**config.mk**
```make
export PLATFORM = sky130hd
export DESIGN_NAME = joypad_serial_command_receiver
export DESIGN_NICKNAME = d
export VERILOG_FILES = /design/src/hdl/jsr_pkg.sv /design/src/hdl/jsr_store.sv /design/src/hdl/jsr_rx.sv /design/src/hdl/jsr_out.sv /design/src/hdl/joypad_serial_command_receiver.sv
export SDC_FILE = /design/constraint.sdc
export NUM_CORES = 1
export LEC_CHECK = 0
export ABC_CLOCK_PERIOD_IN_PS = 8500
export BUFFER_PORTS_ARGS = -buffer_cell sky130_fd_sc_hd__buf_4
export CORE_UTILIZATION = 55
export CTS_BUF_LIST = sky130_fd_sc_hd__clkbuf_16
export CTS_CLUSTER_SIZE = 30
export DETAILED_ROUTE_END_ITERATION = 12
export PLACE_DENSITY = 0.81
export REMOVE_ABC_BUFFERS = 1
export SKIP_CTS_REPAIR_TIMING = 1
export SYNTH_ARGS = -nofsm -noshare
export SYNTH_HDL_FRONTEND = slang
export SYNTH_SLANG_ARGS = --single-unit
```
**constraint.sdc**
```tcl
create_clock -name clk -period 8.5 [get_ports clk]
set_clock_uncertainty 0.05 [all_clocks]
set_input_delay 0.425 -clock clk [delete_from_list [all_inputs] [get_ports clk]]
set_output_delay 0.425 -clock clk [all_outputs]
set_load 0.01 [all_outputs]
```
**src/hdl/jsr_pkg.sv**
```systemverilog
// Shared types, codes and constants of the joypad serial command receiver.
package jsr_pkg;

    localparam int JSR_PACKET_BYTES = 16;
    localparam int JSR_MAX_PACKETS  = 7;

    localparam int PN_W  = 3;
    localparam int CMD_W = 5;

    localparam logic OP_WRITE = 1'b0;
    localparam logic OP_READ  = 1'b1;

    localparam logic [CMD_W-1:0] CMD_PLAYERS = 5'h11;
    localparam logic [CMD_W-1:0] CMD_MASK    = 5'h17;

    localparam logic [7:0] ID_BYTE = 8'hFE;

    typedef struct packed {
        logic             read_override;
        logic [7:0]       read_data;
        logic             command_done;
        logic [CMD_W-1:0] command_code;
        logic [1:0]       player_mode;
        logic [1:0]       screen_mask;
    } jsr_result_t;

endpackage

```
**src/hdl/jsr_store.sv**
```systemverilog
// Packet byte store with two registered read ports fixed on the header bytes.
module jsr_store #(
    parameter int DEPTH = 112,
    parameter int AW    = 7
) (
    input  logic          clk,
    input  logic          we,
    input  logic [AW-1:0] waddr,
    input  logic [7:0]    wdata,
    output logic [7:0]    rd0,
    output logic [7:0]    rd1
);
    logic [7:0] mem [DEPTH];
    logic [7:0] rd0_reg;
    logic [7:0] rd1_reg;

    always_ff @(posedge clk)
    begin
        if (we)
        begin
            mem[waddr] <= wdata;
        end
    end

    // Write-first reads, so a byte being written is seen by the next item.
    always_ff @(posedge clk)
    begin
        rd0_reg <= (we && waddr == AW'(0)) ? wdata : mem[AW'(0)];
        rd1_reg <= (we && waddr == AW'(1)) ? wdata : mem[AW'(1)];
    end

    assign rd0 = rd0_reg;
    assign rd1 = rd1_reg;

endmodule

```
**src/hdl/jsr_rx.sv**
```systemverilog
// Bit receiver: packet framing, byte assembly, header decode and settings.
module jsr_rx #(
    parameter int PACKET_BYTES = 16,
    parameter int MAX_PACKETS  = 7,
    parameter int AW           = 7
) (
    input  logic                clk,
    input  logic                rst_n,
    input  logic                accept,
    input  logic                operation,
    input  logic [7:0]          value,
    output logic                we,
    output logic [AW-1:0]       waddr,
    output logic [7:0]          wdata,
    input  logic [7:0]          rd0,
    input  logic [7:0]          rd1,
    output jsr_pkg::jsr_result_t result
);
    import jsr_pkg::*;

    localparam int BPW = $clog2(PACKET_BYTES * 8);
    localparam logic [BPW-1:0] LAST_BIT = BPW'(PACKET_BYTES * 8 - 1);
    localparam logic [PN_W-1:0] MAX_PN  = PN_W'(MAX_PACKETS);
    localparam logic [PN_W-1:0] TOP_PN  = PN_W'(MAX_PACKETS - 1);

    typedef enum logic [1:0] {PH_WAIT, PH_DATA, PH_STOP} phase_t;

    phase_t            phase_reg, phase_next;
    logic [BPW-1:0]    bit_pos_reg, bit_pos_next;
    logic [PN_W-1:0]   pn_reg, pn_next;
    logic [PN_W-1:0]   left_reg, left_next;
    logic [CMD_W-1:0]  cmd_reg, cmd_next;
    logic [1:0]        players_reg, players_next;
    logic [1:0]        mask_reg, mask_next;
    logic [6:0]        asm_reg, asm_next;

    logic              p15, p14, bitv;
    logic [PN_W-1:0]   len_raw, len_sat, left_cur, left_dec, pn_inc;
    logic [CMD_W-1:0]  cmd_cur;
    logic              done;

    assign p15  = value[5];
    assign p14  = value[4];
    assign bitv = !p15 && p14;

    always_comb
    begin
        len_raw = rd0[2:0];
        if (len_raw == '0)
        begin
            len_sat = PN_W'(1);
        end
        else if (len_raw > MAX_PN)
        begin
            len_sat = MAX_PN;
        end
        else
        begin
            len_sat = len_raw;
        end
        left_cur = (pn_reg == '0) ? len_sat : left_reg;
        cmd_cur  = (pn_reg == '0) ? rd0[7:3] : cmd_reg;
        left_dec = (left_cur != '0) ? left_cur - PN_W'(1) : '0;
        pn_inc   = pn_reg + PN_W'(1);
    end

    always_comb
    begin
        phase_next   = phase_reg;
        bit_pos_next = bit_pos_reg;
        pn_next      = pn_reg;
        left_next    = left_reg;
        cmd_next     = cmd_reg;
        players_next = players_reg;
        mask_next    = mask_reg;
        asm_next     = asm_reg;
        we           = 1'b0;
        waddr        = AW'(32'(pn_reg) * PACKET_BYTES + 32'(bit_pos_reg[BPW-1:3]));
        wdata        = {bitv, asm_reg};
        done         = 1'b0;

        if (operation == OP_WRITE && !(p14 && p15))
        begin
            if (!p14 && !p15)
            begin
                if (phase_reg == PH_WAIT)
                begin
                    if (left_reg == '0)
                    begin
                        pn_next = '0;
                    end
                    bit_pos_next = '0;
                    phase_next   = PH_DATA;
                end
            end
            else
            begin
                case (phase_reg)
                    PH_DATA:
                    begin
                        // Bits gather LSB-first; the whole byte is written on its last bit.
                        asm_next = {bitv, asm_reg[6:1]};
                        we       = (bit_pos_reg[2:0] == 3'd7);
                        if (bit_pos_reg == LAST_BIT)
                        begin
                            phase_next   = PH_STOP;
                            bit_pos_next = '0;
                        end
                        else
                        begin
                            bit_pos_next = bit_pos_reg + BPW'(1);
                        end
                    end
                    PH_STOP:
                    begin
                        if (!bitv)
                        begin
                            cmd_next   = cmd_cur;
                            left_next  = left_dec;
                            phase_next = PH_WAIT;
                            if (left_dec == '0)
                            begin
                                if (cmd_cur == CMD_PLAYERS)
                                begin
                                    players_next = rd1[1:0];
                                end
                                else if (cmd_cur == CMD_MASK)
                                begin
                                    mask_next = rd1[1:0];
                                end
                                pn_next = '0;
                                done    = 1'b1;
                            end
                            else
                            begin
                                pn_next = (pn_inc >= MAX_PN) ? TOP_PN : pn_inc;
                            end
                        end
                    end
                    default:
                    begin
                    end
                endcase
            end
        end
        we = we && accept;
    end

    always_comb
    begin
        result               = '0;
        result.player_mode   = players_next;
        result.screen_mask   = mask_next;
        result.command_done  = done;
        result.command_code  = done ? cmd_cur : '0;
        if (operation == OP_READ && players_reg != 2'd0 && p15 && p14)
        begin
            result.read_override = 1'b1;
            result.read_data     = ID_BYTE;
        end
    end

    always_ff @(posedge clk or negedge rst_n)
    begin
        if (!rst_n)
        begin
            phase_reg   <= PH_WAIT;
            bit_pos_reg <= '0;
            pn_reg      <= '0;
            left_reg    <= '0;
            cmd_reg     <= '0;
            players_reg <= '0;
            mask_reg    <= '0;
        end
        else if (accept)
        begin
            phase_reg   <= phase_next;
            bit_pos_reg <= bit_pos_next;
            pn_reg      <= pn_next;
            left_reg    <= left_next;
            cmd_reg     <= cmd_next;
            players_reg <= players_next;
            mask_reg    <= mask_next;
        end
    end

    always_ff @(posedge clk)
    begin
        if (accept)
        begin
            asm_reg <= asm_next;
        end
    end

    a_pn_range: assert property (@(posedge clk) disable iff (!rst_n)
        pn_reg <= TOP_PN)
        else $error("packet number beyond the store");

    a_done_idle: assert property (@(posedge clk) disable iff (!rst_n)
        (accept && done) |=> (phase_reg == PH_WAIT && left_reg == '0 && pn_reg == '0))
        else $error("command completion did not return to waiting");

    a_read_still: assert property (@(posedge clk) disable iff (!rst_n)
        (accept && operation == OP_READ) |=>
            ($stable(phase_reg) && $stable(bit_pos_reg) && $stable(players_reg)))
        else $error("a read changed receiver state");

    a_write_data: assert property (@(posedge clk) disable iff (!rst_n)
        we |-> (phase_reg == PH_DATA && !result.read_override))
        else $error("store written outside data phase");

endmodule

```
**src/hdl/jsr_out.sv**
```systemverilog
// Output register between the receiver and the result stream.
module jsr_out (
    input  logic                 clk,
    input  logic                 rst_n,
    input  logic                 in_valid,
    output logic                 in_ready,
    input  jsr_pkg::jsr_result_t in_result,
    output logic                 out_valid,
    input  logic                 out_ready,
    output jsr_pkg::jsr_result_t out_result
);
    import jsr_pkg::*;

    logic        valid_reg;
    jsr_result_t result_reg;

    assign in_ready = !valid_reg || out_ready;

    always_ff @(posedge clk or negedge rst_n)
    begin
        if (!rst_n)
        begin
            valid_reg <= 1'b0;
        end
        else if (in_ready)
        begin
            valid_reg <= in_valid;
        end
    end

    always_ff @(posedge clk)
    begin
        if (in_ready && in_valid)
        begin
            result_reg <= in_result;
        end
    end

    assign out_valid  = valid_reg;
    assign out_result = result_reg;

endmodule

```
**src/hdl/joypad_serial_command_receiver.sv**
```systemverilog
// Top level of the joypad serial command receiver.
// Each joypad register access is one item and the block takes one item per clock cycle;
// its result is captured in an output register, which keeps taking items while
// the result stream is ready or the register is empty. Packet bits are gathered LSB-first and
// each byte is written whole into a store of MAX_PACKETS * PACKET_BYTES bytes on its last bit,
// so no clearing pass follows reset. The store's two read ports stay on the header and
// parameter bytes of the first packet with write-first bypass.
module joypad_serial_command_receiver #(
    parameter int PACKET_BYTES = jsr_pkg::JSR_PACKET_BYTES,
    parameter int MAX_PACKETS  = jsr_pkg::JSR_MAX_PACKETS
) (
    input  logic        clk,
    input  logic        rst_n,
    input  logic        s_tvalid,
    output logic        s_tready,
    input  logic [7:0]  s_tdata,   // value[7:0]
    input  logic [0:0]  s_tuser,   // operation[0]
    output logic        m_tvalid,
    input  logic        m_tready,
    output logic [23:0] m_tdata,   // read_data[7:0], command_code[12:8], player_mode[14:13],
                                   // screen_mask[16:15], zero fill[23:17]
    output logic [1:0]  m_tuser    // read_override[0], command_done[1]
);
    import jsr_pkg::*;

    localparam int DEPTH = MAX_PACKETS * PACKET_BYTES;
    localparam int AW    = $clog2(DEPTH);

    logic          accept;
    logic          we;
    logic [AW-1:0] waddr;
    logic [7:0]    wdata;
    logic [7:0]    rd0, rd1;
    jsr_result_t   rx_result, out_result;

    assign accept = s_tvalid && s_tready;

    jsr_store #(
        .DEPTH (DEPTH),
        .AW    (AW)
    ) u_store (
        .clk   (clk),
        .we    (we),
        .waddr (waddr),
        .wdata (wdata),
        .rd0   (rd0),
        .rd1   (rd1)
    );

    jsr_rx #(
        .PACKET_BYTES (PACKET_BYTES),
        .MAX_PACKETS  (MAX_PACKETS),
        .AW           (AW)
    ) u_rx (
        .clk       (clk),
        .rst_n     (rst_n),
        .accept    (accept),
        .operation (s_tuser[0]),
        .value     (s_tdata),
        .we        (we),
        .waddr     (waddr),
        .wdata     (wdata),
        .rd0       (rd0),
        .rd1       (rd1),
        .result    (rx_result)
    );

    jsr_out u_out (
        .clk        (clk),
        .rst_n      (rst_n),
        .in_valid   (s_tvalid),
        .in_ready   (s_tready),
        .in_result  (rx_result),
        .out_valid  (m_tvalid),
        .out_ready  (m_tready),
        .out_result (out_result)
    );

    assign m_tdata = {7'd0, out_result.screen_mask, out_result.player_mode,
                      out_result.command_code, out_result.read_data};
    assign m_tuser = {out_result.command_done, out_result.read_override};

endmodule
```
=== After elaboration in Yosys (flattened, before gate mapping) ===
Memory sizes are Yosys's and may differ from the RTL's. A register that Yosys moved wholly into a read port is not among the register bits.
Cells that the tools add are included.

* Reductions and logical operators: 30
* Eq/ne operators: 12
* $add $sub $neg: 4
* Muxes and demuxes: 46
* Bitwise gates (word level): 3
* Magnitude comparators: 2

{| class="wikitable"
|+ Operator list
! operator !! number
|-
| 2-to-1 mux 2 bit || 18
|-
| 2-to-1 mux 3 bit || 11
|-
| 2-to-1 mux 7 bit || 4
|-
| zero test 3 bit || 4
|-
| AND reduction 6 bit || 2
|-
| == test 5 bit (second input constant) || 2
|-
| logical AND 1 bit || 10
|-
| 2-to-1 mux 1 bit || 10
|-
| 2-to-1 mux 9 bit || 1
|-
| AND reduction 4 bit || 2
|-
| adder 7 x 1 -> 7 bit (second input constant) || 1
|-
| adder 7 x 4 -> 7 bit || 1
|-
| == test 7 x 1 -> 1 bit (second input constant) || 1
|-
| == test 7 bit (second input constant) || 1
|-
| != test 2 bit (second input constant) || 3
|-
| nonzero test 2 bit || 3
|-
| nonzero test 3 bit || 2
|-
| 2-to-1 mux 5 bit || 1
|-
| AND reduction 5 bit || 1
|-
| zero test 1 bit || 4
|-
| case mux 2 bit (2 select lines) || 1
|-
| adder 3 x 1 -> 3 bit (second input constant) || 1
|-
| == test 3 bit (second input constant) || 1
|-
| >= comparator 3 bit (second input constant) || 1
|-
| 9 further kinds || 11
|}

* Register bits: 53
* Output and inout port bits: 28
* Memories: 1
* Memory bits (writable): 896
* Logic and storage cells: 114
* Input bits: 13

{| class="wikitable"
|+ Memories
! memory !! words !! bits a word !! rd ports !! clocked after memory_dff !! write ports !! line !! text
|-
| u_store.mem || 112 || 8 || 2 || 1 || 1 || jsr_store.sv:13 || <nowiki>logic [7:0] mem [DEPTH];</nowiki>
|}

=== Depth between registers and ports, before layout ===
* Word-level depth: 12
* Depth in mapped cells: 13
* Mapped depth without buffers: 12

=== Cells and area by module ===
Synthesis repeated with hierarchy kept, for this count alone.

* Cells, all modules: 250
* Area, all modules: 3144.3 sq um

{| class="wikitable"
|+ By module, submodules not included
! module !! times used !! area an instance (sq um) !! cells each
|-
| jsr_rx || 1 || 1941.9 || 198
|-
| jsr_out || 1 || 624.3 || 23
|-
| jsr_store || 1 || 515.5 || 20
|-
| joypad_serial_command_receiver || 1 || 62.6 || 9
|}

=== Worst setup path before layout ===
Ideal clock, no wire load.

* Path type: register to register
* Start point: register u_rx.pn_reg[0]
* End point: register u_out.result_reg (netlist bit u_out.out_result[0]), data pin
* Slack: 5.301 ns
* Path buffers: 0
* Cell stages (with the launch flop): 12
* Data arrival time: 2.889 ns
* Required time: 8.190 ns
* Cell sequence: dfrtp_1 inv_1 ha_1 and2b_4 mux2i_2 nand3_1 ha_1 and4bb_2 o2111ai_2 a21o_2 nor3_2 mux2_2

{| class="wikitable"
|+ RTL lines
! item !! line !! text
|-
| start: declaration || jsr_rx.sv:30 || <nowiki>logic [PN_W-1:0] pn_reg, pn_next;</nowiki>
|-
| start signal: assignment || jsr_rx.sv:179 || <nowiki>pn_reg <= pn_next;</nowiki>
|-
| end signal: assignment || jsr_out.sv:35 || <nowiki>result_reg <= in_result;</nowiki>
|-
| end: declaration || jsr_out.sv:15 || <nowiki>jsr_result_t result_reg;</nowiki>
|}

==> flow_summary_export.csv <==
group,metric,value,unit
global_route,antenna_found_initial,0,
power,p_int,0.514,mW
timing,setup_viol,0,
clock_network,clock_latency,0.29,ns
synthesis,synth_edf_count,28,
min_path,hold_class,"primary input to asynchronous set/reset pin",
clock_network,cts_buffers,5,
status,status,"finished, violations left",
timing,period_share,43.0,%
critical_path,r2r_slack,4.84,ns
timing,relSlewSlack,57.0,%
timing,hold_ws,-0.00930,ns
global_route,grt_overflow,0,
floorplan,die_h,73.1,µm
clock_network,cts_tree,"done",
critical_path,required,8.49,ns
floorplan,core,4790,µm²
layout,post-route-util,64.7,%
layout,antennaDiodeCount,0,
drt,drtPass1Iterations,4,
drt,drc,0,
layout,layout_commonest_cell,"edfxtp_1",
synthesis,yosysUniqueCellTypes,56,
synthesis,postSynthAreaPerCell,12.0,µm²
power,pwr-share-comb,28.2,%
timing,maxSlewViolCount,0,
drt,final_antenna_net_count,0,
layout,fin_nets,274,
power,power_density,247,nW/µm²
timing,hold_violations,25,
floorplan,dieArea,5350,µm²
critical_path,path_delay_family,"simple AND/OR/NAND/NOR gates",
synthesis,synth_seq_area_share,54.2,%
layout,regArea,1510,µm²
synthesis,synthCells,231,
layout,multi_input_area,1120,µm²
layout,drive_gt1_share,24.2,%
synthesis,synth_area,2780,µm²
critical_path,cp_common_cell,"ha_1",
synthesis,async_flop_share,45.5,%
power,switchingPower,0.250,mW
synthesis,ys_dominant_reg_cell,"edfxtp_1",
synthesis,ys_seq_elements,55,
timing,min_period,3.66,ns
placement,gp_congestion,0.886,
critical_path,crit_arrival,3.64,ns
synthesis,yosysWarnings,0,
drt,routedWlPerCell,15.0,µm
floorplan,dieWidth,73.1,µm
power,switching_share,32.7,%
global_route,grt_first_pass_wirelength,7.93,mm
critical_path,worst-path-buf-inv,1,
timing,rsz0062_at_grt,"no",
power,p_clk_share,26.9,%
drt,vias,1787,
critical_path,endpoint_kind,"register",
layout,largest_reg_flops,11,
job,max_cap_violations,0,
timing,tightest_slew,0.644,ns
critical_path,crit_type,"register to register",
status,violations,"negative hold slack",
clock_network,cts_sinks,55,
layout,fill_cells,356,
critical_path,path_max_fanout,14,
drt,drtIter0Drc,123,
critical_path,critPathLaunchType,"register",
power,power.leakage,1.30,nW
layout,layout_common_cells,"28 x edfxtp_1, 26 x buf_4, 25 x dfrtp_1",
critical_path,crit_slowest_cell,"mux2i_2",
critical_path,max_stage_delay,0.42,ns
timing,setup_tns,0,ns
floorplan,initial_core_util,58.1,%
placement,io_buffers,26,
clock_network,clockBufferDepth,2,
global_route,grt_max_degree,26,
drt,viasPerCell,5.60,
timing,max_freq,0.273,GHz
drt,drt_wl_total,4.79,mm
layout,area_delta_synth_final,11.4,%
global_route,grt_pass1_vias,1673,
floorplan,io_pins,41,
critical_path,crit_path_cell_trace,"inv_1 -> ha_1 -> and2b_4 -> mux2i_2 -> nand3_1 -> ha_1 -> and4bb_2 -> o2111ai_2 -> a21o_2 -> nor3_2 -> mux2_2",
power,peakVddDrop,0.201,mV
floorplan,num_rows,25,
global_route,track_usage,19.6,%
clock_network,clk_pin_slew,0.07,ns
placement,hpwl,3.49,mm
power,p_seq_share,44.9,%
clock_network,cts_max_level,2,
clock_network,cts-root-buf,"clkbuf_16",
[power by group through the flow]
stage          sequential, mW  clock, mW  combinational (mW)
2_1_floorplan           0.342          0               0.163
3_3_place_gp            0.345          0               0.206
3_5_place_dp            0.348          0               0.215
4_1_cts                 0.343      0.211               0.216
5_1_grt                 0.348      0.222               0.242
6_report                0.343      0.206               0.216
[synth_stat cells, types with 2 or more instances]
cell type / number / area share [%]
and2_1: 4 / 0.90
inv_1: 9 / 1.2
mux2_2: 14 / 5.7
a21oi_1: 10 / 1.8
dfrtp_1: 25 / 22
buf_4: 15 / 4.0
o21ai_0: 6 / 1.1
dfxtp_1: 2 / 1.4
a211oi_1: 2 / 0.54
nand3b_1: 2 / 0.54
nor2b_1: 3 / 0.67
o21bai_1: 2 / 0.54
nand2b_1: 4 / 0.90
and3_1: 2 / 0.45
a21o_1: 2 / 0.54
xnor2_1: 2 / 0.63
nor3_1: 4 / 0.72
nor2_1: 13 / 1.8
mux2_1: 5 / 2.0
a22o_1: 3 / 0.94
nand3_1: 7 / 1.3
buf_2: 3 / 0.54
edfxtp_1: 28 / 30
nand2_1: 22 / 3.0
ha_1: 10 / 4.5
nand4_1: 2 / 0.45
[worst register-to-register path, cell delays in order (launching register included)]
cell and delay (ns):
dfrtp_1 0.40, inv_1 0.13, ha_1 0.23, and2b_4 0.29, mux2i_2 0.42, nand3_1 0.20, ha_1 0.27, and4bb_2 0.32
o2111ai_2 0.17, a21o_2 0.30, nor3_2 0.26, mux2_2 0.36
[final cells by class]
class	count	area share, %
well taps	67	2.71
repair buffers	26	6.30
multi-input cells	154	36.3
flip-flops and latches	55	48.6
inverters	9	1.09
clock buffers	5	4.04
clock inverters	3	0.929
[kinds of logic (layout without fill, tap and decap cells)]
group                      after synthesis  after routing  share of synthesized area (%)
AOI/OAI and AO/OA                       37             37                           10.3
xor gates and xnor gates                 2              2                          0.630
adders and majority gates               10             10                           4.50
buffers and inverters                   29             43                           6.34
DFF                                     55             55                           54.2
muxes                                   22             22                           9.09
other                                    1              8                          0.135
and+or+nand+nor                         75             75                           14.9
[layer usage]
metal / global-route usage (%) / wire length (µm) / vias to the layer above
li1: - / - / 857
met2: 33.0 / 2420 / 44
met5: 0 / 0 / -
met1: 26.2 / 2190 / 884
met4: 3.70 / 15 / 0
met3: 4.28 / 168 / 2
[metrics by stage]
stage	area, µm²	total power [mW]	hold WS [ns]	cells	setup WS [ns]
CTS	3100	0.769	-0.000593	319	4.85
global placement	2940	0.552	0.306	311	4.93
global route	3100	0.813	0.00801	319	4.63
finish	3100	0.764	-0.00930	319	4.84
detailed placement	2940	0.563	0.306	311	4.87
floorplan	2670	0.505	0.0794	218	5.23
[worst paths after layout]
check | from | end | cells past startpoint
max in group asynchronous | rst_n | u_rx.bit_pos_reg[3] | 1
min reg2reg | u_rx.asm_reg[2] | u_store.mem[0][2] | 0
max reg2reg | u_rx.pn_reg[0] | u_out.out_result[0] | 11
min in group clk | s_tvalid | u_out.out_valid | 2
max | u_rx.pn_reg[0] | u_out.out_result[0] | 11
min | rst_n | u_rx.cmd_reg[0] | 1
Note: power is estimated with default switching activity, not from simulation.
